`src/rtl/lwh_pkg.sv`:
```
// Shared types and constants for the literal weight heuristic table.
// Used by lwh_alu, lwh_score_mem and literal_weight_heuristic_table; no dependencies.
package lwh_pkg;

    localparam int MAX_VARS  = 1024;
    localparam int FRAC_BITS = 49;
    localparam int SKIP_LEN  = 50;

    localparam int SCORE_W  = 64;
    localparam int ALU_W    = SCORE_W + 1;
    localparam int ADDR_W   = $clog2(MAX_VARS);
    localparam int SHAMT_W  = $clog2(SCORE_W);
    localparam int CLAUSE_W = 20;
    localparam int REM_W    = CLAUSE_W;
    localparam int DIV_STEPS = ALU_W;
    localparam int STEP_W   = $clog2(DIV_STEPS);

    localparam logic [1:0] OP_ADD   = 2'd0;
    localparam logic [1:0] OP_READ  = 2'd1;
    localparam logic [1:0] OP_CLEAR = 2'd2;

    typedef struct packed {
        logic [1:0]  op;
        logic [9:0]  var_index;
        logic        negated;
        logic [15:0] clause_len;
    } cmd_t;

    typedef struct packed {
        logic               prefer_negative;
        logic [SCORE_W-1:0] activity;
    } result_t;

    typedef struct packed {
        logic [ADDR_W-1:0]  rd_addr;
        logic               we_pos;
        logic               we_neg;
        logic [ADDR_W-1:0]  wr_addr;
        logic [SCORE_W-1:0] wr_data;
    } mem_req_t;

    typedef enum logic [2:0] {
        ST_IDLE,
        ST_ADD_WR,
        ST_RD_SUM,
        ST_RD_CMP,
        ST_DIV,
        ST_CLEAR
    } state_t;

endpackage

```
`src/rtl/lwh_alu.sv`:
```
// Shared add/subtract unit: score update, score sum, phase compare, divider step.
// Depends on lwh_pkg.
module lwh_alu (
    input  logic [lwh_pkg::ALU_W-1:0] a,
    input  logic [lwh_pkg::ALU_W-1:0] b,
    input  logic                      sub,
    output logic [lwh_pkg::ALU_W:0]   res
);
    import lwh_pkg::*;

    // res[ALU_W] is carry out; on subtract it is set when a >= b
    assign res = {1'b0, a} + {1'b0, b ^ {ALU_W{sub}}} + (ALU_W+1)'(sub);

endmodule

```
`config.mk`:
```
export PLATFORM = sky130hd
export DESIGN_NAME = lwh_alu
export DESIGN_NICKNAME = d
export VERILOG_FILES = /design/src/rtl/lwh_pkg.sv /design/src/rtl/lwh_alu.sv
export SDC_FILE = /design/constraint.sdc
export NUM_CORES = 1
export LEC_CHECK = 0
export BUFFER_PORTS_ARGS = -buffer_cell sky130_fd_sc_hd__buf_2
export CORE_MARGIN = 1.5
export CORE_UTILIZATION = 35
export DETAILED_ROUTE_END_ITERATION = 6
export PLACE_DENSITY = 0.71
export SYNTH_ARGS = -nofsm -noshare
export SYNTH_HDL_FRONTEND = slang
export SYNTH_SLANG_ARGS = --single-unit
```
`constraint.sdc`:
```
create_clock -name vclk -period 8
set_input_delay 1.6 -clock vclk [all_inputs]
set_output_delay 1.6 -clock vclk [all_outputs]
set_load 0.01 [all_outputs]
```
# ---- Word-level counts from Yosys, hierarchy flattened
# Cells that the tools add are included.
dict set report totals {
  output_inout_bits 66
  regBits 0
  inputBits 131
}
dict set report op_classes {
  bitwise 1
  add_sub_neg 2
}
# cell count
set ops {}
lappend ops {{65-bit by 65-bit adder with 66-bit output} 1}
lappend ops {{66-bit by 1-bit adder with 66-bit output} 1}
lappend ops {{65-bit XOR} 1}

# ---- Longest topological paths before layout
# Gate-level depths: netlist (run 1).
dict set report depth {
  ltp_word 3
  mapped_depth 14
}

# ---- Worst setup path after synthesis (run 1)
# No wires, ideal clock.
dict set report synth_path {
  kind {input to output}
  start {input sub}
  end {output res[36] (netlist bit)}
  stages 13
  path_buffers 2
  slack_ns 1.652
  arrival_time_ns 4.748
  t_required_ns 6.400
  cell_sequence {clkbuf_1 > buf_1 > xor2_1 > fa_1 > a21oi_2 > o211a_1 > nor4b_4 > o21bai_1 > o31a_1 > o21ba_2 > o31a_1 > o21ai_1 > xor2_1}
}
dict set report synth_between {
  elab_chain_len 3
}
# item line_no
set synth_lines {}
lappend synth_lines {{start: declaration} lwh_alu.sv:6} ;# input logic sub,
lappend synth_lines {{65-bit XOR} lwh_alu.sv:12} ;# assign res = {1'b0, a} + {1'b0, b ^ {ALU_W{sub}}} + (ALU_W+1)'(sub);
lappend synth_lines {{65-bit by 65-bit adder with 66-bit output} lwh_alu.sv:12}
lappend synth_lines {{66-bit by 1-bit adder with 66-bit output (*)} lwh_alu.sv:12}
lappend synth_lines {{end: declaration} lwh_alu.sv:7} ;# output logic [lwh_pkg::ALU_W:0] res
# Mark *: on every way between the ends. The rest lies on a longest branch, timed or not.

# ---- Final worst setup path (run 1)
dict set report layout_path {
  start {input sub}
  end {output res[51] (netlist bit)}
}
# Same word-level chain as after synthesis.

==> metrics.txt, run 1 <==
WP data arrival ~5.2 ns; end of the critical path res[51]; TritonRoute pass-1 iters 5; DRC 0; initial antenna violation count 2; Post-Route WL roughly 14,000 µm; CP max FO 51; commonest non-fill, non-tap cell in the layout buf_2; post-CTS setup repair buffer count 0; area added between synthesis and finish 21.2%; post-synth top area cell ha_1; Util after Layout 44.0%; Register Area 0 µm²; vias per cell 5.30; std cell rows 41; share of layout cells above drive strength 1 26.8%; first-pass GRT wire length ~23,000 µm; count of clock buffers in the final design 0; worst hold start a[0]; nets 1,014; Crit. End Element output pin; Horiz. Die Dim 118 µm; Cell Area, Synth 0.00463 mm²; worst min-delay path class input port to output pin; Fin. Hold Viols 0; Top Ports 197; peak supply drop 0.0679 mV; port bufs 197; setup TNS 0 ns; detailed-route wire length per cell 14.1 µm; Slew Viols, Final 0; Mean Syn Cell Area slightly above 7 µm²; critical path class input port to output pin; initial core utilization between 30% and 40%; PD cells 134 mW/mm²; fmax 148 MHz; max-cap violation count 0; WP data required 6.40 ns; total track usage 18.9%; Final setup viols 0; initial detailed-routing violation count 347; pin count of the biggest net entering global routing 52; Synth area leaders ha_1 17%, xor2_1 16%, a21oi_1 8.8%; Syn Inst Count approximately 660; Ys Warns 0; Mapped Nets about 850; final hold slack around 3.5 ns; relative slew slack 48.0%; startpoint types input port; CP startpoint sub; status complete, no violations; Final GP Congestion approximately 0.91; Tcrit/Tclk final 84.7%; worst-margin pin slew 0.780 ns; ANT nets after route 0; commonest cells after routing, fill and taps aside 196 x buf_2, 85 x xor2_1, 81 x a21oi_1; Synth cell types 66; Period minus WS final 6.78 ns; CTS Hold Bufs 0; sequential share of the synthesized area 0%; RSZ-0062 raised after global routing false; HPWL after DPL 12,200 µm; vias in the first global route around 4.8k; vias 5,248; GRT overflow 0; CTS-repair resized insts 0; area of the die approximately 0.014 mm²; Pleak 2.73 nW; total power 753 µW; die height about 120 µm; top cell type's share of synthesized area 17.3%; Seq Cell Count 0; Placeable Area 0.0128 mm²
[critical path, cell delays in order]
cell      delay [ns]
buf_4           0.60
xor2_1          0.15
ha_1            0.41
nand4_1         0.11
o221ai_1        0.40
o211ai_1        0.23
nand2_1         0.16
a31oi_1         0.19
o41ai_2         0.54
a31oi_1         0.24
o21ai_1         0.20
xor2_1          0.18
buf_2           0.15
[power breakdown]
group          switching, mW  internal (mW)
logic                  0.437          0.316
clock network              0   0.0000000334
registers                  0              0
total                  0.437          0.316
[through the flow]
step	cell area (µm²)	setup WS (ns)	std cells
after floorplan	4630	1.65	656
after global placement	5610	1.23	988
after detailed placement	5610	1.19	988
after CTS	5610	1.16	988
after global routing	5610	0.866	988
final	5620	1.22	990
[routing by layer]
layer,vias to the layer above,global-route usage [%],wire length [µm]
li1,2725,-,-
met1,2322,26.8,6690
met2,191,31.8,6240
met3,8,2.33,891
met4,2,1.22,103
met5,-,0,12
[Yosys cell counts (7+ instances only)]
master and instances:
buf_4 7, ha_1 64, clkbuf_1 10, nor2b_1 9
nand4_1 23, xnor2_1 42, a21oi_1 81, a31oi_1 11
buf_2 9, nor2_1 31, xor2_1 85, nand2_1 57
nand3_1 12, nor3_1 7, a21o_1 30, o21bai_1 16
o21a_1 9, o21ai_0 43, inv_1 15
[area by class of cell]
cell class | count | area (µm²)
fill | 1362 | 7160
multi-input combinational | 602 | 4340
tap | 172 | 215
timing repair buffer | 199 | 1000
inverter | 15 | 56.3
antenna | 2 | 5.00
[how the worst min path moves through the flow]
stage                         to  slack, ns  depth (start not counted)
final                     res[0]       3.48                          3
after detailed placement  res[0]       3.48                          3
after global placement    res[0]       3.48                          3
after global routing      res[0]       3.50                          3
after floorplan           res[0]       3.28                          1
after CTS                 res[0]       3.48                          3
[cells by family (layout without fill, tap and decap cells)]
group | after synthesis | count (layout) | synth area share (%)
AO/OA/AOI/OAI | 243 | 243 | 33.7
AND/OR/NAND/NOR | 166 | 166 | 18.0
XOR/XNOR | 127 | 127 | 24.0
adder cells (fa/ha/maj) | 65 | 65 | 17.7
buffers and inverters | 54 | 214 | 6.40
multiplexers | 1 | 1 | 0.216
other | 0 | 2 | 0
No activity file was read; power rests on OpenSTA's default activity.
==> inputs of run 2 (changes only) <==
Clock period 8 ns to 6.5 ns, I/O delays scaled along.
==> run 2 against run 1 <==
Against the previous run: count of clock-buffer cells in the layout did not move; utilization increased by 0.20 points; wire length rose by 2.3%; critical path depth rose by 1; sequential share of layout area unchanged; via count fell by 0.17%; total power rose by 23%; worst setup slack worse by 0.80 ns; design area is 0.45% higher; combinational power up 24%; non-clock buffer count up 2; largest cell class unchanged; highest routed layer is now met4.
==> metrics.txt, run 2 (synthesized netlist as in run 1, its figures left out) <==
Post-Route WL 14,300 µm (+2.3%); Area after DPL 0.00564 mm² (+0.49%); WHS Path Cells 3 (unchanged); Pleak 2.75 nW (+0.53%); detailed-route wire length per cell 14.4 µm (+2.2%); std cell rows 41 (unchanged); initial antenna violation count 2 (unchanged); Top Ports 197 (unchanged); commonest non-fill, non-tap cell in the layout buf_2; setup TNS 0 ns (unchanged); vias per cell 5.29 (-0.27%); WP data required 5.20 ns (-1.20 ns); CP startpoint sub; Util after Layout 44.2% (+0.20 points); fill count 1,384 (+1.6%); vias 5,239 (-0.17%); max-cap violation count 0 (unchanged); footprint of the multi-input gates 0.00434 mm² (unchanged); Period minus WS final 6.08 ns; vias in the first global route 4,876 (+0.70%); relative slew slack 63.8% (+16 points); post-CTS setup repair buffer count 0 (unchanged); most used cell, CP o21ai_1; Horiz. Die Dim 118 µm (unchanged); status complete, no violations; Seq Cell Count 0 (unchanged); worst min-delay path class input port to output pin; final worst setup slack 0.421 ns (-0.804 ns); CTS-repair resized insts 0 (unchanged); fmax 165 MHz; worst hold start a[0]; critical path class input port to output pin; PD cells 165 mW/mm² (+23%); pin count of the biggest net entering global routing 24 (-54%); TritonRoute pass-1 iters 4 (-1); WP data arrival 4.78 ns (-0.40 ns); initial detailed-routing violation count 239 (-31%); Fin. Hold Viols 0 (unchanged); worst-margin pin slew 0.538 ns (-0.241 ns); CTS Hold Bufs 0 (unchanged); Final GP Congestion 0.921 (+1.5%); design area 0.00564 mm² (+0.45%); die height 118 µm (unchanged); Slew Viols, Final 0 (unchanged); area added between synthesis and finish 21.8%; area of the die 0.0139 mm² (unchanged); Placeable Area 0.0128 mm² (unchanged); nets 1,016 (+0.20%); GRT overflow 0 (unchanged); Final setup viols 0 (unchanged); port bufs 197 (unchanged); pre-CTS setup slack 0.426 ns (-0.760 ns); initial core utilization 36.3% (unchanged); total track usage 19.2% (+0.27 points); commonest cells after routing, fill and taps aside 196 x buf_2, 85 x xor2_1, 81 x a21oi_1; Slowest-stage cell, CP o21ai_0; first-pass GRT wire length 23,000 µm (+0.21%); HPWL after DPL 12,500 µm (+3.0%); Register Area 0 µm² (unchanged); DRC 0 (unchanged); Crit. End Element output pin; RSZ-0062 raised after global routing false; count of clock buffers in the final design 0 (unchanged); Tcrit/Tclk final between 90 and 100%; CP max FO 23 (-55%); peak supply drop 0.0985 mV (+45%); ANT nets after route 0 (unchanged); CP cell instances buf_4, buf_12, xor2_1, ha_1, o21ai_0, a21oi_1, o22ai_1, o21ai_1, a21bo_2, a21oi_2, o21ai_1, a31oi_1, xnor2_1, buf_2; Critical Path Max Stage Delay 0.46 ns (-0.14 ns); startpoint types input port; share of layout cells above drive strength 1 27.0% (+0.18 points)
-- run 2: changes by cell type in the layout (fill, tap and decap cells not counted) --
cell,change
buf_12,+1
diode_2,-1
buf_4,+1
-- run 2: path summary, 6_finish.rpt --
path / endpoint / slack (ns)
worst max-delay path: res[57] / 0.42
worst min-delay path: res[0] / 2.88
-- run 2: layout make-up --
class | instances | area share (%)
timing repair buffer | 201 | 18.3
inverter | 15 | 0.998
antenna | 1 | 0.0444
tap | 172 | 3.82
multi-input combinational | 602 | 76.9
-- run 2: critical path, delay by kind of cell --
kind,cells,cell delay (ns)
adders and majority gates,1,0.29
AOI/OAI and AO/OA,8,2.16
buffers and inverters,3,0.70
xor gates and xnor gates,2,0.31
-- run 2: power by group --
group          internal [mW]  switching [mW]
clock           0.0000000206               0
combinational          0.392           0.538
sequential                 0               0
total                  0.392           0.538
-- run 2: through the flow --
stage / std cells / hold WS, ns / total power, mW
CTS: 990 / 2.88 / 0.931
global route: 990 / 2.90 / 1.02
global placement: 990 / 2.88 / 0.925
floorplan: 656 / 2.68 / 0.643
detailed placement: 990 / 2.88 / 0.926
finish: 991 / 2.88 / 0.930
-- run 2: layer usage --
metal / wire length (µm) / vias up / global-route usage (%)
li1: - / 2728 / -
met5: 0 / - / 0
met3: 889 / 2 / 2.62
met1: 6750 / 2351 / 26.3
met2: 6590 / 158 / 33.7
met4: 26 / 0 / 0.305
